`config.mk`:
```
export PLATFORM = sky130hd
export DESIGN_NAME = prt_job_fifo
export DESIGN_NICKNAME = d
export VERILOG_FILES = /design/src/prt_pkg.sv /design/src/prt_job_fifo.sv
export SDC_FILE = /design/constraint.sdc
export NUM_CORES = 1
export LEC_CHECK = 0
export ABC_AREA = 1
export BUFFER_PORTS_ARGS = -buffer_cell sky130_fd_sc_hd__buf_2
export CORE_MARGIN = 2
export CORE_UTILIZATION = 55
export CTS_BUF_LIST = sky130_fd_sc_hd__clkbuf_16
export CTS_CLUSTER_SIZE = 12
export DETAILED_ROUTE_END_ITERATION = 8
export PLACE_DENSITY_LB_ADDON = 0.15
export SYNTH_ARGS = -nofsm -noshare
export SYNTH_HDL_FRONTEND = slang
export SYNTH_SLANG_ARGS = --single-unit
```
`constraint.sdc`:
```
create_clock -name clk -period 3.75 [get_ports clk]
set_input_delay 0.5625 -clock clk [delete_from_list [all_inputs] [get_ports clk]]
set_output_delay 0.5625 -clock clk [all_outputs]
set_load 0.1 [all_outputs]
```
`src/prt_pkg.sv`:
```
// Package for the pulse rise time block: field widths, register codes,
// reset values and the job descriptor passed from loader to evaluator.
// No dependencies.
package prt_pkg;

  localparam int TIME_W     = 32;
  localparam int AMP_W      = 16;
  localparam int PEAK_W     = 15;
  localparam int RISE_W     = 33;
  localparam int IDX_W      = 11;
  localparam int SW_W       = 12;
  localparam int NF_W       = 15;
  localparam int CFG_IDX_W  = 4;
  localparam int CFG_DATA_W = 16;
  localparam int CMP_W      = 21;
  localparam int JOBQ_DEPTH = 2;

  // Configuration register codes
  localparam logic [CFG_IDX_W-1:0] REG_SEARCH_WINDOW = CFG_IDX_W'(0);
  localparam logic [CFG_IDX_W-1:0] REG_NOISE_FLOOR   = CFG_IDX_W'(1);

  localparam logic [SW_W-1:0] SEARCH_WINDOW_RST = SW_W'(1200);
  localparam logic [NF_W-1:0] NOISE_FLOOR_RST   = NF_W'(66);

  // Fixed-point threshold factors: 10*y against peak and 9*peak
  localparam logic signed [CMP_W-1:0] SCALE_Y  = CMP_W'(10);
  localparam logic signed [CMP_W-1:0] SCALE_HI = CMP_W'(9);

  typedef struct packed {
    logic [PEAK_W-1:0] peak;
    logic              noise;
    logic              ovf;
  } prt_job_t;

endpackage

```
`src/prt_job_fifo.sv`:
```
// Short job queue between loader and evaluator.
// Depends on prt_pkg.
module prt_job_fifo #(
  parameter int WIDTH = 28
) (
  input  logic             clk,
  input  logic             rst,
  input  logic             push,
  input  logic [WIDTH-1:0] push_data,
  output logic             full,
  input  logic             pop,
  output logic             nonempty,
  output logic [WIDTH-1:0] pop_data
);
  import prt_pkg::*;

  localparam int PW = (JOBQ_DEPTH > 1) ? $clog2(JOBQ_DEPTH) : 1;
  localparam int NW = $clog2(JOBQ_DEPTH + 1);
  localparam logic [PW-1:0] LAST_SLOT = PW'(JOBQ_DEPTH - 1);

  logic [WIDTH-1:0] slots [JOBQ_DEPTH];
  logic [PW-1:0]    wr_ptr, rd_ptr;
  logic [NW-1:0]    fill;
  logic             do_push, do_pop;

  assign full     = fill == NW'(JOBQ_DEPTH);
  assign nonempty = fill != '0;
  assign pop_data = slots[rd_ptr];
  assign do_push  = push && !full;
  assign do_pop   = pop && nonempty;

  // Hold entries
  always_ff @(posedge clk) begin
    if (do_push) begin
      slots[wr_ptr] <= push_data;
    end
  end

  // Advance pointers and fill count
  always_ff @(posedge clk) begin
    if (rst) begin
      wr_ptr <= '0;
      rd_ptr <= '0;
      fill   <= '0;
    end else begin
      if (do_push) begin
        wr_ptr <= (wr_ptr == LAST_SLOT) ? '0 : wr_ptr + PW'(1);
      end
      if (do_pop) begin
        rd_ptr <= (rd_ptr == LAST_SLOT) ? '0 : rd_ptr + PW'(1);
      end
      if (do_push && !do_pop) begin
        fill <= fill + NW'(1);
      end else if (do_pop && !do_push) begin
        fill <= fill - NW'(1);
      end
    end
  end

endmodule

```
==> impl_metrics.tcl <==
set metrics [dict create \
    worst_hold_path_type "in -> reg" \
    period_share_pct 66.93 \
    regArea_um2 1783 \
    ios 62 \
    die_x_um 69.61 \
    die-area_um2 4845 \
    layout_commonest_cell "buf_2" \
    rsz0062_at_grt "false" \
    ys_warn_count 0 \
    finalWorstPathRequiredPeriod_ns 2.510 \
    syn_nets 157 \
    post_cts_buffers 0 \
    syn_inst 124 \
    syn-cell-area_um2 2367 \
    ant_nets 0 \
    dr.pass1.iters 4 \
    clkTransAtPathRegs_ns 0.05 \
    fin_tns_setup_ns 0 \
    grt_pass1_wl_mm 6.417 \
    syn_avg_cell_area_um2 19.09 \
    synth-seq-cells 61 \
    n_fill_cell 260 \
    fin_nets 228 \
    cts.htree.levels 3 \
    status "complete, no violations" \
    cts_hold_buf 0 \
    layout_common_cells "buf_2 (61), edfxtp_1 (56), mux2_4 (20)" \
    worstPathArrival_ns 1.95 \
    cts_tree "done" \
    num_vias 1264 \
    grt.overflow.total 0 \
    grt_use_total_pct 18.22 \
    coreArea_um2 4058 \
    drt-vias-per-instance 5.056 \
    tightestPinTransition_ns 0.8722 \
    die_y_um 69.61 \
    drv_slew 0 \
    multi_input_area_um2 509.2 \
    clockBufferDepth 2 \
    startpoint_type "flip-flop" \
    worst_clock_skew_ns 0.004226 \
    final_layout_size_suffix_gt1_share_pct 54.00 \
    wl_per_cell_um 16.08 \
    io_buffers 61 \
    cp_cell_sequence "mux2_2 -> buf_2" \
    max_stage_delay_ns 0.89 \
    grt_max_degree 29 \
    cp_max_fo 28 \
    fmax_mhz 398.4 \
    cts_sinks 61 \
    globalplace.congestion 0.6661 \
    required_ns 3.19 \
    endpoint_kind "output port" \
    final_hold_viol_count 0 \
    synth-seq-area-share_pct 75.26 \
    grt_pass1_vias 1379 \
    cts_resized 0 \
    start_util_pct 58.34 \
    synth_cell_types 15 \
    wirelength_mm 4.020 \
    antenna_found_initial 0 \
    slew_headroom_pct 41.85 \
    antenna_cells 0 \
    maxCapViolCount 0 \
    drcViolationCount 0 \
    crit_type "reg -> out" \
    dp_hpwl_mm 2.716 \
    root_buffer "clkbuf_16" \
    insertion_delay_ns 0.32 \
    drtIter0Drc 92 \
    syn_to_final_growth_pct 27.22 \
    slowest_stage "dfxtp_2" \
    cts_buffers 9 \
    setup_viol 0 \
    row_count 23 \
]
stage by stage:
step                      cells  cell area, um^2  util [%]  worst slack, ns  hold slack (ns)
after detailed placement    234             2705     66.67            1.549           0.5047
after floorplan             124             2367         -            1.520           0.4645
after global routing        250             3012     74.22            1.148           0.4278
after global placement      234             2705     66.67            1.595           0.4788
final                       250             3012     74.22            1.240           0.4329
after CTS                   250             3012     74.22            1.210           0.4239
kinds of logic (layout without fill, tap and decap cells):
kind of cell / Yosys count / count (layout) / synth area share [%]
flops: 61 / 61 / 75.26
fa+ha+maj: 1 / 1 / 0.5285
compound gates: 5 / 5 / 1.216
mux: 28 / 28 / 16.49
simple gates: 18 / 18 / 3.066
buf+inv: 11 / 87 / 3.436
path summary, 6_finish.rpt:
kind,startpoint,endpoint,slack (ns),cells past startpoint
setup reg to reg,fill[1],slots[1][14],1.92,4
hold reg to reg,wr_ptr,wr_ptr,0.51,2
hold / removal,push_data[16],slots[0][16],0.43,1
setup / recovery,flip-flop,pop_data[27],1.24,2
synthesized netlist by cell type, drive strengths merged:
cell | count | area share, %
a21oi | 2 | 0.42
buf | 3 | 2.2
dfxtp | 5 | 4.2
edfxtp | 56 | 71
ha | 1 | 0.53
inv | 8 | 1.3
mux2 | 28 | 16
nand2 | 7 | 1.1
nand3 | 2 | 0.42
nand4 | 1 | 0.26
nor2 | 8 | 1.3
o21ai | 3 | 0.79
layer usage:
metal	part of all wire (%)	GRT usage, %
met2	53	30.45
met3	5.7	4.797
met1	39	20.95
met4	2.0	11.11
met5	0	0
state kept, by name, indices dropped and copies added (netlist names), named ones only:
signal,cells
fill,2
rd_ptr,1
slots,56
wr_ptr,1
worst max-delay path: cells and delay by family, from the launching register on:
| kind | cells | cell delay (ns) |
|---|---|---|
| DFF | 1 | 0.89 |
| buffers and inverters | 1 | 0.42 |
| muxes | 1 | 0.30 |
layout make-up:
class                   count  share of cell area [%]
clock buffers               9                   7.478
clock inverters             7                   2.700
inverters                   8                  0.9971
multi-input cells          52                   16.91
flip-flops and latches     61                   59.20
well taps                  50                   2.077
repair buffers             63                   10.64
Power is not shown: default switching activity piles up to over one toggle a cycle in this logic, so the estimate is an artifact.
