--- src/prt_pkg.sv ---
// Package for the pulse rise time block: field widths, register codes,
// reset values and the job descriptor passed from loader to evaluator.
// No dependencies.
package prt_pkg;

  localparam int TIME_W     = 32;
  localparam int AMP_W      = 16;
  localparam int PEAK_W     = 15;
  localparam int RISE_W     = 33;
  localparam int IDX_W      = 11;
  localparam int SW_W       = 12;
  localparam int NF_W       = 15;
  localparam int CFG_IDX_W  = 4;
  localparam int CFG_DATA_W = 16;
  localparam int CMP_W      = 21;
  localparam int JOBQ_DEPTH = 2;

  // Configuration register codes
  localparam logic [CFG_IDX_W-1:0] REG_SEARCH_WINDOW = CFG_IDX_W'(0);
  localparam logic [CFG_IDX_W-1:0] REG_NOISE_FLOOR   = CFG_IDX_W'(1);

  localparam logic [SW_W-1:0] SEARCH_WINDOW_RST = SW_W'(1200);
  localparam logic [NF_W-1:0] NOISE_FLOOR_RST   = NF_W'(66);

  // Fixed-point threshold factors: 10*y against peak and 9*peak
  localparam logic signed [CMP_W-1:0] SCALE_Y  = CMP_W'(10);
  localparam logic signed [CMP_W-1:0] SCALE_HI = CMP_W'(9);

  typedef struct packed {
    logic [PEAK_W-1:0] peak;
    logic              noise;
    logic              ovf;
  } prt_job_t;

endpackage

--- src/prt_if.sv ---
// Stream and configuration interfaces of the pulse rise time block.
// Depends on prt_pkg.
interface prt_sample_if;
  import prt_pkg::*;
  logic                     valid;
  logic                     ready;
  logic signed [TIME_W-1:0] sample_time;
  logic signed [AMP_W-1:0]  amplitude;
  logic                     last_sample;
  modport source(output valid, sample_time, amplitude, last_sample, input ready);
  modport sink(input valid, sample_time, amplitude, last_sample, output ready);
endinterface


interface prt_cfg_if;
  import prt_pkg::*;
  logic                  valid;
  logic                  ready;
  logic [CFG_IDX_W-1:0]  index;
  logic [CFG_DATA_W-1:0] data;
  modport source(output valid, index, data, input ready);
  modport sink(input valid, index, data, output ready);
endinterface

--- src/prt_front.sv ---
// Loader: takes sample beats, writes the sample buffer, tracks the peak and
// holds the configuration registers; pushes one job per record.
// Depends on prt_pkg and prt_if.
module prt_front #(
  parameter int DEPTH = 2048,
  parameter int AW    = 11
) (
  input  logic                       clk,
  input  logic                       rst,
  prt_cfg_if.sink                    cfg,
  prt_sample_if.sink                 samples,
  input  logic                       hold,
  output logic                       ram_we,
  output logic [AW-1:0]              ram_waddr,
  output logic [prt_pkg::TIME_W+prt_pkg::AMP_W-1:0] ram_wdata,
  output logic                       job_push,
  output prt_pkg::prt_job_t          job,
  output logic [AW-1:0]              job_pidx
);
  import prt_pkg::*;

  localparam int CW = AW + 1;
  localparam int CMPW = (CW > SW_W) ? CW : SW_W;
  localparam logic [CW-1:0] DEPTH_CNT = CW'(DEPTH);

  logic [SW_W-1:0]   search_window;
  logic [NF_W-1:0]   noise_floor;
  logic [CW-1:0]     count, count_next;
  logic [PEAK_W-1:0] peak, peak_next;
  logic [AW-1:0]     pidx, pidx_next;
  logic              ovf, ovf_next;
  logic              acc;

  assign cfg.ready     = 1'b1;
  assign samples.ready = !hold;
  assign acc           = samples.valid && !hold;

  // Register writes
  always_ff @(posedge clk) begin
    if (rst) begin
      search_window <= SEARCH_WINDOW_RST;
      noise_floor   <= NOISE_FLOOR_RST;
    end else if (cfg.valid) begin
      unique case (cfg.index)
        REG_SEARCH_WINDOW: search_window <= cfg.data[SW_W-1:0];
        REG_NOISE_FLOOR:   noise_floor   <= cfg.data[NF_W-1:0];
        default: ;
      endcase
    end
  end

  // Store the sample and update the running peak, or flag overflow when the buffer is full
  always_comb begin
    count_next = count;
    peak_next  = peak;
    pidx_next  = pidx;
    ovf_next   = ovf;
    ram_we     = 1'b0;
    if (acc) begin
      if (count < DEPTH_CNT) begin
        ram_we = 1'b1;
        if (CMPW'(count) < CMPW'(search_window) && !samples.amplitude[AMP_W-1] &&
            samples.amplitude[PEAK_W-1:0] > peak) begin
          peak_next = samples.amplitude[PEAK_W-1:0];
          pidx_next = count[AW-1:0];
        end
        count_next = count + CW'(1);
      end else begin
        ovf_next = 1'b1;
      end
    end
  end

  assign ram_waddr = count[AW-1:0];
  assign ram_wdata = {samples.sample_time, samples.amplitude};

  // Close the record on its last beat
  assign job_push  = acc && samples.last_sample;
  assign job.peak  = peak_next;
  assign job.noise = peak_next < noise_floor;
  assign job.ovf   = ovf_next;
  assign job_pidx  = pidx_next;

  always_ff @(posedge clk) begin
    if (rst || job_push) begin
      count <= '0;
      peak  <= '0;
      pidx  <= '0;
      ovf   <= 1'b0;
    end else begin
      count <= count_next;
      peak  <= peak_next;
      pidx  <= pidx_next;
      ovf   <= ovf_next;
    end
  end

endmodule

--- src/flat_wrapper.sv ---
// flat-port wrapper written by rule: the top's interface ports become plain ports
module prt_front_flat import prt_pkg::*;
#(
  parameter int DEPTH = 2048,
  parameter int AW    = 11
)
  (clk, rst, hold, ram_we, ram_waddr, ram_wdata, job_push, job, job_pidx, cfg_valid, cfg_index, cfg_data, cfg_ready, samples_valid, samples_sample_time, samples_amplitude, samples_last_sample, samples_ready);
  prt_cfg_if cfg_i ();
  prt_sample_if samples_i ();
  input  logic clk;
  input  logic rst;
  input  logic hold;
  output logic ram_we;
  output logic [AW-1:0] ram_waddr;
  output logic [prt_pkg::TIME_W+prt_pkg::AMP_W-1:0] ram_wdata;
  output logic job_push;
  output prt_pkg::prt_job_t job;
  output logic [AW-1:0] job_pidx;
  input wire logic [$bits(cfg_i.valid)-1:0] cfg_valid;
  input wire logic [$bits(cfg_i.index)-1:0] cfg_index;
  input wire logic [$bits(cfg_i.data)-1:0] cfg_data;
  output wire logic [$bits(cfg_i.ready)-1:0] cfg_ready;
  input wire logic [$bits(samples_i.valid)-1:0] samples_valid;
  input wire logic [$bits(samples_i.sample_time)-1:0] samples_sample_time;
  input wire logic [$bits(samples_i.amplitude)-1:0] samples_amplitude;
  input wire logic [$bits(samples_i.last_sample)-1:0] samples_last_sample;
  output wire logic [$bits(samples_i.ready)-1:0] samples_ready;
  assign cfg_i.valid = cfg_valid;
  assign cfg_i.index = cfg_index;
  assign cfg_i.data = cfg_data;
  assign cfg_ready = cfg_i.ready;
  assign samples_i.valid = samples_valid;
  assign samples_i.sample_time = samples_sample_time;
  assign samples_i.amplitude = samples_amplitude;
  assign samples_i.last_sample = samples_last_sample;
  assign samples_ready = samples_i.ready;
  prt_front #(.DEPTH(DEPTH), .AW(AW)) u_core (.clk(clk), .rst(rst), .cfg(cfg_i), .samples(samples_i), .hold(hold), .ram_we(ram_we), .ram_waddr(ram_waddr), .ram_wdata(ram_wdata), .job_push(job_push), .job(job), .job_pidx(job_pidx));
endmodule
--- config.mk ---
export PLATFORM = sky130hd
export DESIGN_NAME = prt_front_flat
export DESIGN_NICKNAME = d
export VERILOG_FILES = /design/src/prt_pkg.sv /design/src/prt_if.sv /design/src/prt_front.sv /design/src/flat_wrapper.sv
export SDC_FILE = /design/constraint.sdc
export NUM_CORES = 1
export LEC_CHECK = 0
export ABC_AREA = 1
export BUFFER_PORTS_ARGS = -buffer_cell sky130_fd_sc_hd__buf_4
export CAP_MARGIN = 20
export CORE_MARGIN = 4
export CORE_UTILIZATION = 40
export CTS_CLUSTER_SIZE = 16
export DETAILED_ROUTE_END_ITERATION = 8
export HOLD_SLACK_MARGIN = 0.02
export PLACE_DENSITY_LB_ADDON = 0.25
export SLEW_MARGIN = 30
export SYNTH_ARGS = -nofsm -noshare
export SYNTH_HDL_FRONTEND = slang
export SYNTH_SLANG_ARGS = --single-unit
--- constraint.sdc ---
create_clock -name clk -period 3.1 [get_ports clk]
set_input_delay 0.31 -clock clk [delete_from_list [all_inputs] [get_ports clk]]
set_output_delay 0.31 -clock clk [all_outputs]
set_load 0.01 [all_outputs]
==> results.md <==
| Step | Quantity | Value |
|:---|:---|:---|
| cells and area | Growth of design area from synthesis to finish | 43.3% |
| sta | Final setup fails | 1 |
| synth | Warnings, synthesis | 0 |
| synth | Post-synth top area share | 32.5% |
| synth | Number of nets in the synthesized netlist | 696 |
| synth | Cell taking the most area after synthesis | sky130_fd_sc_hd__dfxtp_1 |
| global routing | Global Route Usage Sum | 18.2% |
| placed design | Routability Congestion | 0.854 |
| drt | Post-DR vias/cell | 4.64 |
| drt | Length of the first detailed-routing pass in iterations | 4 |
| setup path | R2R setup slack | 0.94 ns |
| cells and area | Number of nets in the final layout | 799 |
| die | Num ports | 165 |
| die | Die W | 109 um |
| global routing | Initial antenna violation count | 0 |
| sta | Minimum clock period | 3.41 ns |
| clocking | Count of hold buffers inserted by post-cts repair | 0 |
| clocking | TritonCTS clock tree | yes |
| cells and area | Count of inserted antenna diode cells | 0 |
| sta | Worst Max-Slew Pin Slew | 0.867 ns |
| run | Max Cap Viol | 0 |
| drt | Post-detailed-route DRC marker count | 0 |
| die | Chip Height | 109 um |
| clocking | H-tree depth | 3 |
| placed design | Number of buffers added on ports | 98 |
| placed design | Number of cells after detailed placement | 793 |
| clocking | Clock root buffer master | sky130_fd_sc_hd__clkbuf_8 |
| synth | Top post-synthesis cells by area | sky130_fd_sc_hd__dfxtp_1 (32%), sky130_fd_sc_hd__ha_1 (13%), sky130_fd_sc_hd__buf_4 (11%), sky130_fd_sc_hd__inv_1 (11%), sky130_fd_sc_hd__nand2_1 (8.7%) |
| global routing | Vias in the first global route | 3745 |
| global routing | Pin count of the biggest net entering global routing | 27 |
| setup path | Reg2Reg Capture Point | u_core.pidx[10]$_SDFF_PP0_ |
| synth | Flop and latch count out of synthesis | 66 |
| sta | Part of the cycle the worst path needs | 110% |
| sta | Worst hold slack after final layout | 0.186 ns |
| global routing | Total congestion overflow after global routing | 0 |
| sta | Final Slew Violations | 0 |
| synth | Synthesized area divided by synthesized cell count | 7.01 um2 |
| sta | Achievable frequency | 293 MHz |
| setup path | Critical path start-end classification | flop to output pin |
| placed design | DP Area | 0.00488 mm2 |
| setup path | CP Max Fanout | 8 |
| drt | WL/cell | 13.6 um |
| setup path | Last element of the critical path | job[1] |
| clocking | Clock buffers created by TritonCTS | 9 |
| sta | Setup repair after global routing missed its margin | true |
| cells and area | Summed area of non-filler cells in the final layout | 0.00583 mm2 |
| outcome | Violated checks | negative setup slack |
| die | Core Area | 0.00982 mm2 |
| setup path | Critical path required time | 2.79 ns |
| sta | Hold violation total from the final report | 0 |
| setup path | Start point of the critical path | u_core.peak[10]$_SDFF_PP0_ |
| die | Standard-cell row count | 36 |
| cells and area | Share of layout cells above drive strength 1 | 46.9% |
| sta | Headroom to the max-slew limit | 42.0% |
| sta | Worst Setup Slack, final | -0.314 ns |
| setup path | Arrival time reported for the critical path endpoint | 3.10 ns |
| die | Starting density of the core | 41.5% |
| power | Total chip power | 0.00210 W |
| clocking | Clock latency on the worst-skew pair | 0.35 ns |
| synth | Area of the mapped netlist | 0.00407 mm2 |
| outcome | Run status | finished, violations left |
| power | Leakage power of the design | 2.92 nW |
| drt | Total length of routed wires | 11200 um |
| setup path | Crit end category | output pin |
| setup path | Critical register-to-register path startpoint | u_core.peak[10]$_SDFF_PP0_ |
| drt | Count of nets left with antenna violations after detail routing | 0 |
| hold path | Worst hold path class | input pin to flop |
| drt | DRC violation total after the first TritonRoute iteration | 191 |
| cells and area | Layout filler cell count | 882 |
| cells and area | Final std cells w/o fill | 822 |
| setup path | Worst Setup Start Kind | flop |
| sta | Setup TNS Final | -0.314 ns |
| sta | Post-Route Skew | 0.0121 ns |
| clocking | CTS clock-pin slew for the worst setup and hold paths | 0.08 ns |
| synth | Sequential element share of the synthesized area | 32.5% |
| die | Die Footprint | 0.0119 mm2 |
| clocking | Maximum buffer depth of the clock tree | 2 |
| placed design | Sum of net half-perimeters after detailed placement | 8030 um |
| synth | Gate Count Post-Synth | 581 |
| setup path | Depth of the worst register-to-register path | 13 |
| power | IR Drop Worst-Case VDD | 0.000199 V |
| global routing | First-pass GRT wire length | 17000 um |
| synth | Post-synth cell types | 26 |
| drt | Total vias in the final route | 3815 |
| clocking | CTS sink cnt | 66 |
| power | Pwr per Cell Area | 361 mW/mm2 |
synth_stat cells:
cell	instances
sky130_fd_sc_hd__a211oi_1	2
sky130_fd_sc_hd__a21oi_1	51
sky130_fd_sc_hd__and3_1	1
sky130_fd_sc_hd__buf_2	2
sky130_fd_sc_hd__buf_4	61
sky130_fd_sc_hd__clkbuf_1	12
sky130_fd_sc_hd__clkinv_1	1
sky130_fd_sc_hd__conb_1	1
sky130_fd_sc_hd__dfxtp_1	66
sky130_fd_sc_hd__ha_1	41
sky130_fd_sc_hd__inv_1	114
sky130_fd_sc_hd__inv_2	4
sky130_fd_sc_hd__nand2_1	94
sky130_fd_sc_hd__nand2_2	3
sky130_fd_sc_hd__nand2_4	1
sky130_fd_sc_hd__nand3_1	6
sky130_fd_sc_hd__nand4_1	2
sky130_fd_sc_hd__nor2_1	44
sky130_fd_sc_hd__nor2_2	6
sky130_fd_sc_hd__nor2_4	1
sky130_fd_sc_hd__nor3_1	5
sky130_fd_sc_hd__nor3_2	2
sky130_fd_sc_hd__o21a_1	1
sky130_fd_sc_hd__o21ai_0	44
sky130_fd_sc_hd__o21ai_1	15
sky130_fd_sc_hd__o221ai_1	1
per-stage QoR:
step	setup WS, ns	utilization, %
final	-0.314	59.4
after global routing	-0.431	59.4
after CTS	-0.330	54.3
after detailed placement	-0.224	49.7
after global placement	-0.0806	49.7
after floorplan	0.193	-
final cells by class:
class	count	area [um2]	area share, %
sequential	66	1340	23.0
timing repair buffer	167	1280	21.9
tap	133	166	2.85
clock inverter	6	42.5	0.729
clock buffer	10	138	2.36
multi-input combinational	321	2420	41.5
inverter	119	447	7.66
placed cells by master (no fill, tap or decap):
cell,Yosys,layout
sky130_fd_sc_hd__conb_1,1,1
sky130_fd_sc_hd__o21a_1,1,1
sky130_fd_sc_hd__dfxtp_2,0,15
sky130_fd_sc_hd__nor2_2,6,8
sky130_fd_sc_hd__o21ai_0,44,41
sky130_fd_sc_hd__a21oi_4,0,1
sky130_fd_sc_hd__nor2_1,44,38
sky130_fd_sc_hd__nand2_1,94,73
sky130_fd_sc_hd__nor2_4,1,5
sky130_fd_sc_hd__nand4_1,2,2
sky130_fd_sc_hd__o21ai_2,0,6
sky130_fd_sc_hd__nand3_2,0,1
sky130_fd_sc_hd__buf_4,61,162
sky130_fd_sc_hd__a211oi_2,0,2
sky130_fd_sc_hd__and3_1,1,1
sky130_fd_sc_hd__clkinv_4,0,2
sky130_fd_sc_hd__clkinv_1,1,1
sky130_fd_sc_hd__buf_8,0,2
sky130_fd_sc_hd__nand3_1,6,4
sky130_fd_sc_hd__inv_1,114,89
sky130_fd_sc_hd__clkinv_2,0,2
sky130_fd_sc_hd__o221ai_2,0,1
sky130_fd_sc_hd__a21oi_2,0,9
sky130_fd_sc_hd__buf_6,0,3
sky130_fd_sc_hd__nand2_4,1,5
sky130_fd_sc_hd__nor3_1,5,4
sky130_fd_sc_hd__a21oi_1,51,41
sky130_fd_sc_hd__o21ai_1,15,4
sky130_fd_sc_hd__dfxtp_1,66,51
sky130_fd_sc_hd__ha_4,0,26
sky130_fd_sc_hd__clkbuf_8,0,10
sky130_fd_sc_hd__nand2_2,3,20
sky130_fd_sc_hd__inv_2,4,29
sky130_fd_sc_hd__o21ai_4,0,8
sky130_fd_sc_hd__nor3_2,2,3
sky130_fd_sc_hd__ha_1,41,15
sky130_fd_sc_hd__nand3_4,0,1
sky130_fd_sc_hd__clkinvlp_4,0,2
layer usage:
layer	wire length (um)	track usage, %
met1	5010	23.0
met2	5520	30.3
met3	525	3.67
met4	155	7.03
met5	0	0
what timing repair did:
action,4_1_cts,5_1_grt
setup endpoints to repair,1,1
buffers inserted,9,4
pin swaps,16,34
resized for setup,41,111
endpoints found under the hold margin,0,0
logic make-up after synthesis:
family	Yosys count	synth area share, %
simple gates	165	17.0
compound gates	114	14.3
other cells	1	0.0921
buf+inv	194	23.6
flops	66	32.5
fa+ha+maj	41	12.6
state kept, by name, summed over array words and instances, names as in the netlist:
register              flops
u_core.noise_floor       15
u_core.count             12
u_core.pidx              11
u_core.ovf                1
u_core.peak              15
u_core.search_window     12
critical path, stage by stage, from the launching register on:
cell	delay [ns]
sky130_fd_sc_hd__dfxtp_2	0.33
sky130_fd_sc_hd__inv_2	0.04
sky130_fd_sc_hd__ha_4	0.27
sky130_fd_sc_hd__nand2_2	0.05
sky130_fd_sc_hd__inv_2	0.06
sky130_fd_sc_hd__nand2_2	0.06
sky130_fd_sc_hd__nor3_1	0.21
sky130_fd_sc_hd__nand2_1	0.10
sky130_fd_sc_hd__nand2_2	0.11
sky130_fd_sc_hd__nand2_4	0.12
sky130_fd_sc_hd__buf_8	0.17
sky130_fd_sc_hd__o21ai_4	0.14
sky130_fd_sc_hd__inv_2	0.08
sky130_fd_sc_hd__ha_4	0.22
sky130_fd_sc_hd__a21oi_2	0.13
sky130_fd_sc_hd__nor2_1	0.06
sky130_fd_sc_hd__a211oi_2	0.16
sky130_fd_sc_hd__nand2_1	0.14
sky130_fd_sc_hd__a21oi_2	0.15
sky130_fd_sc_hd__buf_4	0.13
where the power goes:
part           leakage (nW)  switching [W]  total (W)  internal (W)
sequential            0.541     0.00000872   0.000880      0.000872
combinational          2.29       0.000283   0.000557      0.000274
clock                0.0882       0.000354   0.000665      0.000311
total                  2.92       0.000646    0.00210       0.00146
worst min path at each step:
| stage | from | to | cells after the start |
|---|---|---|---|
| after floorplan | u_core.search_window[11]$_SDFFE_PP0P_ | u_core.search_window[11]$_SDFFE_PP0P_ | 2 |
| after global placement | u_core.noise_floor[12]$_SDFFE_PP0P_ | u_core.noise_floor[12]$_SDFFE_PP0P_ | 2 |
| after detailed placement | u_core.search_window[8]$_SDFFE_PP0P_ | u_core.search_window[8]$_SDFFE_PP0P_ | 2 |
| after CTS | rst | u_core.noise_floor[0]$_SDFFE_PP0P_ | 2 |
| after global routing | rst | u_core.noise_floor[0]$_SDFFE_PP0P_ | 2 |
| final | rst | u_core.noise_floor[0]$_SDFFE_PP0P_ | 2 |
No activity file was read; power rests on OpenSTA's default activity.
