### src/prt_pkg.sv
// Package for the pulse rise time block: field widths, register codes,
// reset values and the job descriptor passed from loader to evaluator.
// No dependencies.
package prt_pkg;

  localparam int TIME_W     = 32;
  localparam int AMP_W      = 16;
  localparam int PEAK_W     = 15;
  localparam int RISE_W     = 33;
  localparam int IDX_W      = 11;
  localparam int SW_W       = 12;
  localparam int NF_W       = 15;
  localparam int CFG_IDX_W  = 4;
  localparam int CFG_DATA_W = 16;
  localparam int CMP_W      = 21;
  localparam int JOBQ_DEPTH = 2;

  // Configuration register codes
  localparam logic [CFG_IDX_W-1:0] REG_SEARCH_WINDOW = CFG_IDX_W'(0);
  localparam logic [CFG_IDX_W-1:0] REG_NOISE_FLOOR   = CFG_IDX_W'(1);

  localparam logic [SW_W-1:0] SEARCH_WINDOW_RST = SW_W'(1200);
  localparam logic [NF_W-1:0] NOISE_FLOOR_RST   = NF_W'(66);

  // Fixed-point threshold factors: 10*y against peak and 9*peak
  localparam logic signed [CMP_W-1:0] SCALE_Y  = CMP_W'(10);
  localparam logic signed [CMP_W-1:0] SCALE_HI = CMP_W'(9);

  typedef struct packed {
    logic [PEAK_W-1:0] peak;
    logic              noise;
    logic              ovf;
  } prt_job_t;

endpackage

### src/prt_if.sv


interface prt_result_if;
  import prt_pkg::*;
  logic                     valid;
  logic                     ready;
  logic signed [RISE_W-1:0] rise_time;
  logic signed [TIME_W-1:0] start_time;
  logic signed [TIME_W-1:0] end_time;
  logic [IDX_W-1:0]         start_index;
  logic [IDX_W-1:0]         end_index;
  logic [PEAK_W-1:0]        peak_amplitude;
  logic [IDX_W-1:0]         peak_index;
  logic                     below_noise;
  logic                     overflowed;
  modport source(output valid, rise_time, start_time, end_time, start_index, end_index,
                 peak_amplitude, peak_index, below_noise, overflowed, input ready);
  modport sink(input valid, rise_time, start_time, end_time, start_index, end_index,
               peak_amplitude, peak_index, below_noise, overflowed, output ready);
endinterface


### src/prt_back.sv
// Evaluator: takes a job, walks the sample buffer back from the peak for the
// 10 and 90 percent crossings and drives the result register.
// Depends on prt_pkg and prt_if.
module prt_back #(
  parameter int AW = 11
) (
  input  logic                      clk,
  input  logic                      rst,
  input  logic                      job_valid,
  input  prt_pkg::prt_job_t         job,
  input  logic [AW-1:0]             job_pidx,
  output logic                      job_pop,
  output logic                      busy,
  output logic                      ram_re,
  output logic [AW-1:0]             ram_raddr,
  input  logic [prt_pkg::TIME_W+prt_pkg::AMP_W-1:0] ram_rdata,
  prt_result_if.source              results
);
  import prt_pkg::*;

  typedef enum logic [2:0] {
    IDLE, PEAK_RD, PEAK_WAIT, WALK_LO, WALK_HI, DONE
  } state_t;

  state_t            state;
  logic [PEAK_W-1:0] peak;
  logic [AW-1:0]     pidx;
  logic              noise, ovf;
  logic [AW-1:0]     ptr, lb, pend_idx;
  logic              pend;
  logic [TIME_W-1:0] st, et;
  logic [AW-1:0]     sidx, eidx;

  logic signed [AMP_W-1:0]  rd_amp;
  logic [TIME_W-1:0]        rd_time;
  logic signed [CMP_W-1:0]  amp_x10, peak_lo, peak_hi;
  logic                     issue, hit_lo, hit_hi, out_free;

  assign rd_time = ram_rdata[TIME_W+AMP_W-1:AMP_W];
  assign rd_amp  = ram_rdata[AMP_W-1:0];

  // Fixed-point thresholds
  assign amp_x10 = CMP_W'(rd_amp) * SCALE_Y;
  assign peak_lo = $signed(CMP_W'(peak));
  assign peak_hi = $signed(CMP_W'(peak)) * SCALE_HI;
  assign hit_lo  = pend && (amp_x10 < peak_lo);
  assign hit_hi  = pend && (amp_x10 < peak_hi);

  assign issue    = ptr > lb;
  assign out_free = !results.valid || results.ready;
  assign busy     = state != IDLE && state != DONE;
  assign job_pop  = state == IDLE && job_valid;

  // Read port: peak entry first, then one entry per cycle during a walk
  always_comb begin
    ram_re    = 1'b0;
    ram_raddr = ptr;
    unique case (state)
      PEAK_RD: begin
        ram_re    = 1'b1;
        ram_raddr = pidx;
      end
      WALK_LO, WALK_HI: ram_re = issue;
      default: ;
    endcase
  end

  // Sequencer and result register
  always_ff @(posedge clk) begin
    if (rst) begin
      state         <= IDLE;
      pend          <= 1'b0;
      results.valid <= 1'b0;
    end else begin
      if (results.valid && results.ready && state != DONE) begin
        results.valid <= 1'b0;
      end
      unique case (state)
        IDLE: begin
          if (job_valid) begin
            peak  <= job.peak;
            noise <= job.noise;
            ovf   <= job.ovf;
            pidx  <= job_pidx;
            st    <= '0;
            et    <= '0;
            sidx  <= '0;
            eidx  <= '0;
            state <= job.noise ? DONE : PEAK_RD;
          end
        end
        PEAK_RD: state <= PEAK_WAIT;
        PEAK_WAIT: begin
          et    <= rd_time;
          eidx  <= pidx;
          ptr   <= pidx;
          lb    <= '0;
          pend  <= 1'b0;
          state <= WALK_LO;
        end
        WALK_LO: begin
          if (hit_lo) begin
            st    <= rd_time;
            sidx  <= pend_idx;
            lb    <= pend_idx;
            ptr   <= pidx;
            pend  <= 1'b0;
            state <= WALK_HI;
          end else if (issue) begin
            pend     <= 1'b1;
            pend_idx <= ptr;
            ptr      <= ptr - AW'(1);
          end else begin
            lb    <= '0;
            ptr   <= pidx;
            pend  <= 1'b0;
            state <= WALK_HI;
          end
        end
        WALK_HI: begin
          if (hit_hi) begin
            et    <= rd_time;
            eidx  <= pend_idx;
            pend  <= 1'b0;
            state <= DONE;
          end else if (issue) begin
            pend     <= 1'b1;
            pend_idx <= ptr;
            ptr      <= ptr - AW'(1);
          end else begin
            pend  <= 1'b0;
            state <= DONE;
          end
        end
        DONE: begin
          if (out_free) begin
            results.valid          <= 1'b1;
            results.rise_time      <= {et[TIME_W-1], et} - {st[TIME_W-1], st};
            results.start_time     <= st;
            results.end_time       <= et;
            results.start_index    <= IDX_W'(sidx);
            results.end_index      <= IDX_W'(eidx);
            results.peak_amplitude <= peak;
            results.peak_index     <= IDX_W'(pidx);
            results.below_noise    <= noise;
            results.overflowed     <= ovf;
            state                  <= IDLE;
          end
        end
        default: state <= IDLE;
      endcase
    end
  end

endmodule

### src/flat_wrapper.sv
// flat-port wrapper written by rule: the top's interface ports become plain ports
module prt_back_flat import prt_pkg::*;
#(
  parameter int AW = 11
)
  (clk, rst, job_valid, job, job_pidx, job_pop, busy, ram_re, ram_raddr, ram_rdata, results_valid, results_rise_time, results_start_time, results_end_time, results_start_index, results_end_index, results_peak_amplitude, results_peak_index, results_below_noise, results_overflowed, results_ready);
  prt_result_if results_i ();
  input  logic clk;
  input  logic rst;
  input  logic job_valid;
  input  prt_pkg::prt_job_t job;
  input  logic [AW-1:0] job_pidx;
  output logic job_pop;
  output logic busy;
  output logic ram_re;
  output logic [AW-1:0] ram_raddr;
  input  logic [prt_pkg::TIME_W+prt_pkg::AMP_W-1:0] ram_rdata;
  output wire logic [$bits(results_i.valid)-1:0] results_valid;
  output wire logic [$bits(results_i.rise_time)-1:0] results_rise_time;
  output wire logic [$bits(results_i.start_time)-1:0] results_start_time;
  output wire logic [$bits(results_i.end_time)-1:0] results_end_time;
  output wire logic [$bits(results_i.start_index)-1:0] results_start_index;
  output wire logic [$bits(results_i.end_index)-1:0] results_end_index;
  output wire logic [$bits(results_i.peak_amplitude)-1:0] results_peak_amplitude;
  output wire logic [$bits(results_i.peak_index)-1:0] results_peak_index;
  output wire logic [$bits(results_i.below_noise)-1:0] results_below_noise;
  output wire logic [$bits(results_i.overflowed)-1:0] results_overflowed;
  input wire logic [$bits(results_i.ready)-1:0] results_ready;
  assign results_valid = results_i.valid;
  assign results_rise_time = results_i.rise_time;
  assign results_start_time = results_i.start_time;
  assign results_end_time = results_i.end_time;
  assign results_start_index = results_i.start_index;
  assign results_end_index = results_i.end_index;
  assign results_peak_amplitude = results_i.peak_amplitude;
  assign results_peak_index = results_i.peak_index;
  assign results_below_noise = results_i.below_noise;
  assign results_overflowed = results_i.overflowed;
  assign results_i.ready = results_ready;
  prt_back #(.AW(AW)) u_core (.clk(clk), .rst(rst), .job_valid(job_valid), .job(job), .job_pidx(job_pidx), .job_pop(job_pop), .busy(busy), .ram_re(ram_re), .ram_raddr(ram_raddr), .ram_rdata(ram_rdata), .results(results_i));
endmodule
### config.mk
export PLATFORM = sky130hd
export DESIGN_NAME = prt_back_flat
export DESIGN_NICKNAME = d
export VERILOG_FILES = /design/src/prt_pkg.sv /design/src/prt_if.sv /design/src/prt_back.sv /design/src/flat_wrapper.sv
export SDC_FILE = /design/constraint.sdc
export NUM_CORES = 1
export LEC_CHECK = 0
export ABC_CLOCK_PERIOD_IN_PS = 10850
export BUFFER_PORTS_ARGS = -buffer_cell sky130_fd_sc_hd__clkbuf_2
export CORE_MARGIN = 2
export CORE_UTILIZATION = 50
export CTS_BUF_LIST = sky130_fd_sc_hd__clkbuf_16
export DETAILED_ROUTE_END_ITERATION = 16
export GPL_TIMING_DRIVEN = 0
export PLACE_DENSITY_LB_ADDON = 0.25
export SLEW_MARGIN = 25
export SYNTH_ARGS = -nofsm -noshare
export SYNTH_HDL_FRONTEND = slang
export SYNTH_SLANG_ARGS = --single-unit
### constraint.sdc
create_clock -name clk -period 10.85 [get_ports clk]
set_clock_uncertainty 0.1 [all_clocks]
set_input_delay 2.17 -clock clk [delete_from_list [all_inputs] [get_ports clk]]
set_output_delay 2.17 -clock clk [all_outputs]
set_load 0.02 [all_outputs]
==> impl_metrics.toml, run 1 <==
[sta]
slew_headroom_pct = 48.3
worst_pin_slew_ns = 0.765
finalMaxSlewViolations = 0
hold_viol = 0
fin_crit_ns = 6.53
rsz0062_at_grt = "no"
final.period_utilization_pct = 60.2
maxClockFrequency_ghz = 0.153
holdWs_ns = 0.318
setup_viol = 0

[cts]
cts-root-buf = "clkbuf_16"
hold_buffers = 0
cts-htree-levels = 1
cts_tree = "built"
cts_setup_buffers = 0
clkSinkCount = 299
clkTransAtPathRegs_ns = 0.06
clk_path_buf_depth = 3
worstSkewPairLatency_ns = 0.56
cts_resized = 0
cts_inserted_buffers = 30

[setup_path]
worst-path-max-fanout = 13
max_stage_delay_ns = 0.55
cp-end-kind = "flip-flop"
critical-path-top-delay-family = "compound AO/OA/AOI/OAI gates"
start_kind = "input pin"
crit_chain = "clkbuf_2, ha_1, ha_1, or4_1, o21ai_2, a31oi_4, a41o_2, xor2_1, ha_1, a21oi_1, inv_1, o2111a_1, nor4b_2, o21ai_1, a2bb2oi_1, o32ai_4, buf_8, buf_8, buf_6"
critical_path_class = "in -> reg"
crit_arrival_ns = 6.68
worst_path_max_delay_cell = "or4_1"
critPathRequiredTime_ns = 11.00
path_buf_inv = 5
critPathMostFrequentCell = "ha_1"

[global_routing]
grt_use_total_pct = 20.5
grt_pass1_vias = 9529
grt_max_degree = 29
grt_pass1_wl_um = 49600
grt_antenna_before_repair = 2
grt-ovfl-total = 0

[logic_synthesis]
synth_area_leader_cell = "edfxtp_1"
synth_common_cells = "294 x edfxtp_1, 123 x ha_1, 79 x inv_1"
yosys.area_share.simple_pct = 9.73
synth_nets = 1298
yosysWarnings = 0
synthArstFlopShare_pct = 0
synth_xor_area_share_pct = 3.90
synth_top_family_by_area = "adder cells"
yosysMostFrequentCell = "edfxtp_1"
synth_area_leaders = "edfxtp_1 61%, ha_1 11%, xnor2_1 2.4%"
syn_area_per_cell_sq_um = 13.4
synth-seq-cells = 299
ys_dominant_reg_cell = "edfxtp_1"
synthMuxAreaShare_pct = 0.849
synthesis.area_sq_mm = 0.0146
synth-edff-count = 294
ys_seq_area_share_pct = 61.2
synth.distinct_cells = 74
synth_compound_area_share_pct = 10.3
synth_fa_ha_area_share_pct = 11.0
synth_top_area_share_pct = 60.5
syn_inst = 1092

[pwr]
pwr-share-comb_pct = 22.7
seq_power_share_pct = 46.1
p_per_area_mw_per_mm2 = 177
ir_worst_vdd_uv = 118
switchingPower_mw = 0.880
internal_power_mw = 2.22
netSwitchingFraction_pct = 28.4
clkPwrFrac_pct = 31.2
power.leakage_nw = 7.34

[detailed_routing]
wirelength_um = 31400
route.detailed.drc = 0
routedWlPerCell_um = 17.6
drtAntennaViolNets = 0
drtIter0Drc = 594
viasPerCell = 5.35
firstDrtPassIters = 5
vias = 9541

[floorplanning]
die_area_sq_mm = 0.0306
boundaryPins = 242
die_y_um = 175
initial_utilization_pct = 50.8
fp-row-count = 62
core_sq_mm = 0.0287
die_w_um = 175

[placed_design]
hpwlAfterDp_um = 23700
portBuffers = 240
place_congestion = 0.905

[job]
maxCapViolCount = 0

[final_layout]
n_fill_cell = 2273
layout-drive-gt1-share_pct = 24.5
syn2layout_area_growth_pct = 19.8
nets = 1581
final_util_pct = 60.9

[status]
status = "complete, no violations"

[hold_path]
hold_path_class = "reg -> reg"
==> state kept, by name (all words and copies together), names as in the netlist <==
signal,flops
u_core.eidx,11
u_core.et,32
u_core.lb,11
u_core.noise,1
u_core.ovf,1
u_core.peak,15
u_core.pend,1
u_core.pend_idx,11
u_core.pidx,11
u_core.ptr,11
u_core.results.below_noise,1
u_core.results.end_index,11
u_core.results.end_time,32
u_core.results.overflowed,1
u_core.results.peak_amplitude,15
u_core.results.peak_index,11
u_core.results.rise_time,33
u_core.results.start_index,11
u_core.results.start_time,32
u_core.results.valid,1
u_core.sidx,11
u_core.st,32
u_core.state,3
==> worst register-to-register path: cells and delay by family (launching register included) <==
family / cells / cell delay (ns)
compound gates: 11 / 2.37
xor+xnor: 1 / 0.21
fa+ha+maj: 4 / 1.26
buf+inv: 3 / 0.62
flops: 1 / 0.47
==> area by class of cell <==
class,instances,area [sq um],area share (%)
flip-flops and latches,299,8930,51.1
multi-input cells,687,5260,30.1
repair buffers,251,1440,8.24
clock buffers,30,751,4.30
well taps,384,480,2.75
inverters,79,297,1.70
clock inverters,26,179,1.02
plain buffers,27,141,0.809
diodes,1,2.50,0.0143
==> layer usage <==
layer | track usage [%] | routed length [um] | up-vias
met2 | 34.4 | 15000 | 316
li1 | - | - | 4644
met4 | 5.42 | 668 | 2
met3 | 3.61 | 2010 | 48
met5 | 0 | 13 | -
met1 | 27.7 | 13700 | 4531
==> power by group through the flow <==
stage / clock network, mW / logic, mW / registers [mW]
2_1_floorplan: 0 / 0.494 / 1.45
3_3_place_gp: 0 / 0.664 / 1.46
3_5_place_dp: 0 / 0.702 / 1.45
4_1_cts: 0.988 / 0.709 / 1.43
5_1_grt: 1.03 / 0.790 / 1.43
6_report: 0.965 / 0.704 / 1.43
==> metrics by stage <==
step / power [mW] / instances / cell area, sq um / setup TNS, ns / setup WS, ns
6_report: 3.10 / 1784 / 17500 / 0 / 4.32
5_1_grt: 3.25 / 1783 / 17500 / 0 / 3.97
4_1_cts: 3.12 / 1783 / 17500 / 0 / 4.31
3_5_place_dp: 2.15 / 1727 / 16500 / 0 / 3.73
3_3_place_gp: 2.12 / 1716 / 16300 / -183.94 / -1.26
2_1_floorplan: 1.95 / 1092 / 14600 / 0 / 1.44
==> final timing paths <==
path / slack, ns / endpoint / start / cells past startpoint
hold reg to reg: 0.32 / u_core.results.start_index[1] / u_core.sidx[1] / 0
setup / recovery: 4.32 / u_core.et[9] / ram_rdata[8] / 19
setup reg to reg: 5.52 / u_core.et[9] / u_core.peak[4] / 19
hold / removal: 0.32 / u_core.results.start_index[1] / u_core.sidx[1] / 0
==> cells by family after synthesis <==
kind of cell / Yosys count
AO/OA/AOI/OAI: 221
multiplexers: 11
buffers and inverters: 106
flip-flops: 299
AND/OR/NAND/NOR: 264
XOR/XNOR: 65
adder cells (fa/ha/maj): 126
==> layout by cell type, fill, tap and decap left out, types with 39 or more instances in the layout <==
| master | n |
|---|---|
| nand2_1 | 49 |
| nor2_1 | 42 |
| inv_1 | 92 |
| o21ai_0 | 39 |
| and3_1 | 47 |
| and2_1 | 46 |
| edfxtp_1 | 294 |
| a21oi_1 | 56 |
| clkbuf_2 | 240 |
| xnor2_1 | 40 |
| ha_1 | 123 |
Power figures use the tool's default switching activity.
==> run 2: changes to the inputs <==
Settings changed: ABC_CLOCK_PERIOD_IN_PS 10850 to 6000.
Clock period 10.85 ns to 6 ns, I/O delays scaled along.
==> impl_metrics.toml, run 2 (synthesis results as in run 1) <==
[pwr]
clkPwrFrac_pct = 31.9
pwr-share-comb_pct = 22.5
ir_worst_vdd_uv = 241
switchingPower_mw = 1.61
power.leakage_nw = 7.35
p_total_mw = 5.65
p_per_area_mw_per_mm2 = 323
internal_power_mw = 4.04
seq_power_share_pct = 45.6
netSwitchingFraction_pct = 28.5

[sta]
final.period_utilization_pct = 93.6
fin_crit_ns = 5.62
tns_ns = 0
slew_headroom_pct = 45.1
holdWs_ns = 0.314
finalMaxSlewViolations = 0
worst_pin_slew_ns = 0.812
setup_slack_ns = 0.382
hold_viol = 0
setup_viol = 0
rsz0062_at_grt = "no"
maxClockFrequency_ghz = 0.178

[placed_design]
portBuffers = 240
hpwlAfterDp_um = 23300
pre_cts_slack_ns = -0.264
place_congestion = 0.882
placed_cell_area_sq_mm = 0.0166
place_inst = 1727

[setup_path]
reg2regPathDepth = 17
critical_path_class = "in -> reg"
worst-path-max-fanout = 21
cp-end-kind = "flip-flop"
start_kind = "input pin"
crit_arrival_ns = 5.79
critPathRequiredTime_ns = 6.17

[final_layout]
largest_register_ffs = 33
layout-drive-gt1-share_pct = 24.9
syn2layout_area_growth_pct = 20.1
stdcell_count = 1783
layout_common_cells = "294 x edfxtp_1, 240 x clkbuf_2, 123 x ha_1"
top_register = "u_core.results.rise_time"
nets = 1582
final_util_pct = 61.0
mostFrequentLayoutCell = "edfxtp_1"
n_antenna_cell = 0
final_design_area_no_fill_sq_mm = 0.0175

[cts]
hold_buffers = 0
cts-htree-levels = 1
cts_resized = 0
worstSkewPairLatency_ns = 0.56
clkSinkCount = 299
cts_tree = "built"
cts_setup_buffers = 0
cts_inserted_buffers = 31
clk_path_buf_depth = 3
cts-root-buf = "clkbuf_16"
clkTransAtPathRegs_ns = 0.06

[floorplanning]
fp-row-count = 62
die_y_um = 175
die_w_um = 175
initial_utilization_pct = 50.8
boundaryPins = 242
die_area_sq_mm = 0.0306
core_sq_mm = 0.0287

[detailed_routing]
route.detailed.drc = 0
wirelength_um = 30700
vias = 9429
viasPerCell = 5.29
drtAntennaViolNets = 0
routedWlPerCell_um = 17.2
drtIter0Drc = 748
firstDrtPassIters = 5

[global_routing]
grt-ovfl-total = 0
grt_use_total_pct = 19.9
grt_pass1_wl_um = 48400
grt_antenna_before_repair = 0
grt_max_degree = 29
grt_pass1_vias = 9225

[hold_path]
hold_path_class = "reg -> reg"
min_delay_path_depth = 0

[job]
maxCapViolCount = 0

[status]
status = "complete, no violations"
[run 2: area by class of cell]
class	instances	area, sq um
multi-input cells	687	5260
repair buffers	251	1450
plain buffers	27	141
clock buffers	31	776
inverters	79	297
fillers	2343	11200
well taps	384	480
flip-flops and latches	299	8930
clock inverters	25	185
[run 2: worst max-delay path, cell delays in order]
cell and delay (ns):
clkbuf_2 0.10, ha_1 0.29, ha_1 0.25, fa_1 0.41, nand3_1 0.10, a21o_1 0.18, nand2_1 0.07, a21oi_1 0.17
xnor2_1 0.20, ha_1 0.30, nand4_1 0.13, or4_1 0.13, a31oi_1 0.05, a211oi_1 0.37, o22ai_1 0.14, nor4_2 0.30
o2111ai_2 0.23, nor2_2 0.18, buf_2 0.22, nor2_1 0.09, nor2_4 0.43, buf_16 0.23
[run 2: path summary, 6_finish.rpt]
check | end | slack (ns) | from
worst min-delay path | u_core.results.end_index[6] | 0.31 | u_core.eidx[6]
worst min register to register | u_core.results.end_index[6] | 0.31 | u_core.eidx[6]
worst max-delay path | u_core.st[31] | 0.38 | ram_rdata[1]
worst max register to register | u_core.ptr[8] | 0.75 | u_core.peak[4]
[run 2: routing by layer]
metal,wire length (um),GRT usage (%),vias up
li1,-,-,4644
met1,13800,27.9,4451
met2,14500,33.0,287
met3,1780,3.02,47
met4,614,4.79,0
met5,0,0,-
[run 2: power groups by stage]
| stage | logic, mW | clock network [mW] | registers (mW) |
|---|---|---|---|
| after detailed placement | 1.27 | 0 | 2.62 |
| after CTS | 1.28 | 1.85 | 2.58 |
| after global placement | 1.21 | 0 | 2.63 |
| after floorplan | 0.900 | 0 | 2.62 |
| after global routing | 1.43 | 1.93 | 2.59 |
| final | 1.27 | 1.80 | 2.58 |
==> run 3: changes to the inputs <==
Settings changed: CORE_UTILIZATION 50 to 51, PLACE_DENSITY from default to 0.81, PLACE_DENSITY_LB_ADDON 0.25 to default.
==> impl_metrics.toml, run 3 (synthesis results as in run 1) <==
[pwr]
switchingPower_mw = 1.64
netSwitchingFraction_pct = 28.3
p_total_mw = 5.79
ir_worst_vdd_uv = 204
p_per_area_mw_per_mm2 = 330
power.leakage_nw = 7.35
clkPwrFrac_pct = 33.2
seq_power_share_pct = 44.5
pwr-share-comb_pct = 22.3
internal_power_mw = 4.15

[detailed_routing]
firstDrtPassIters = 5
drtAntennaViolNets = 0
viasPerCell = 5.41
route.detailed.drc = 0
drtIter0Drc = 774
wirelength_um = 31600
routedWlPerCell_um = 17.8
vias = 9619

[placed_design]
portBuffers = 240
placed_cell_area_sq_mm = 0.0165
place_inst = 1721
place_congestion = 0.906
hpwlAfterDp_um = 23600

[sta]
hold_viol = 0
setup_viol = 0
holdWs_ns = 0.319
maxClockFrequency_ghz = 0.180
finalMaxSlewViolations = 0
slew_headroom_pct = 35.7
worst_pin_slew_ns = 0.951
rsz0062_at_grt = "no"
fin_crit_ns = 5.55
final.period_utilization_pct = 92.5

[global_routing]
grt_use_met1_pct = 26.8
met2_usage_pct = 36.1
grt-ovfl-total = 0
grt_antenna_before_repair = 0
grt_pass1_vias = 9576
grt_use_total_pct = 20.7
grt_pass1_wl_um = 49500
busiest_layer = "met2"
grt_max_degree = 32
met3_usage_pct = 3.14

[setup_path]
worst-path-max-fanout = 21
start_kind = "input pin"
crit_arrival_ns = 5.72
startpoint = "ram_rdata[1]"
r2r_start = "u_core.peak[6]"
cp-end-kind = "flip-flop"
critPathRequiredTime_ns = 6.17
critical_path_class = "in -> reg"

[cts]
cts_inserted_buffers = 30
cts_resized = 0
cts-root-buf = "clkbuf_16"
cts_setup_buffers = 0
cts_tree = "built"
clkTransAtPathRegs_ns = 0.06
worstSkewPairLatency_ns = 0.57
cts-htree-levels = 1
clk_path_buf_depth = 3
hold_buffers = 0
clkSinkCount = 299

[final_layout]
mostFrequentLayoutCell = "edfxtp_1"
n_fill_cell = 2162
nets = 1582
final_util_pct = 62.7
layout_common_cells = "294 x edfxtp_1, 240 x clkbuf_2, 123 x ha_1"
layout-drive-gt1-share_pct = 25.0
largest_register_ffs = 33
n_antenna_cell = 0
stdcell_count = 1777
top_register = "u_core.results.rise_time"
final_design_area_no_fill_sq_mm = 0.0176
syn2layout_area_growth_pct = 20.4

[status]
status = "complete, no violations"

[floorplanning]
die_y_um = 173
boundaryPins = 242
die_w_um = 173
core_sq_mm = 0.0280
initial_utilization_pct = 52.1
die_area_sq_mm = 0.0300
fp-row-count = 61

[hold_path]
worst_hold_startpoint = "u_core.sidx[8]"
hold_path_class = "reg -> reg"

[job]
maxCapViolCount = 0
==> run 3: power by group through the flow <==
stage | sequential [mW] | clock, mW | combinational (mW)
floorplan | 2.62 | 0 | 0.900
global placement | 2.62 | 0 | 1.21
detailed placement | 2.62 | 0 | 1.28
CTS | 2.58 | 1.96 | 1.29
global route | 2.59 | 2.03 | 1.43
finish | 2.58 | 1.92 | 1.29
==> run 3: routing by layer <==
layer / wire (um) / part of all wire [%] / vias up
li1: - / - / 4648
met1: 13500 / 43 / 4593
met2: 15500 / 49 / 324
met3: 1820 / 5.8 / 54
met4: 802 / 2.5 / 0
met5: 0 / 0 / -
==> run 3: area by class of cell <==
cell class / count / area [sq um] / area share (%)
Multi-Input combinational cell: 687 / 5260 / 29.9
Inverter: 79 / 297 / 1.69
Clock buffer: 30 / 751 / 4.27
Buffer: 27 / 141 / 0.805
Timing Repair Buffer: 252 / 1440 / 8.22
Tap cell: 378 / 473 / 2.69
Clock inverter: 25 / 270 / 1.54
Sequential cell: 299 / 8930 / 50.8
==> run 3: worst paths after layout <==
kind,end,slack (ns),cells after the start
max,u_core.st[25],0.45,22
min,u_core.results.start_index[8],0.32,0
max reg2reg,u_core.et[13],0.77,20
min reg2reg,u_core.results.start_index[8],0.32,0
==> run 3: worst max-delay path, stage by stage <==
cell and delay (ns):
clkbuf_2 0.10, ha_1 0.30, ha_1 0.25, fa_1 0.41, nand3_1 0.10, a21o_1 0.18, nand2_1 0.07, a21oi_1 0.18
xnor2_1 0.19, ha_1 0.30, nand4_1 0.12, or4_1 0.13, a31oi_1 0.05, a211oi_1 0.39, o22ai_1 0.15, nor4_2 0.33
o2111ai_2 0.24, nor2_2 0.19, buf_2 0.24, nor2_1 0.09, nor2_4 0.28, buf_16 0.21
==> run 3: per-stage QoR <==
stage | worst slack [ns] | TNS (ns)
2_1_floorplan | 0.0175 | 0
3_3_place_gp | -1.59 | -282.79
3_5_place_dp | -0.349 | -16.39
4_1_cts | 0.237 | 0
5_1_grt | 0.158 | 0
6_report | 0.450 | 0
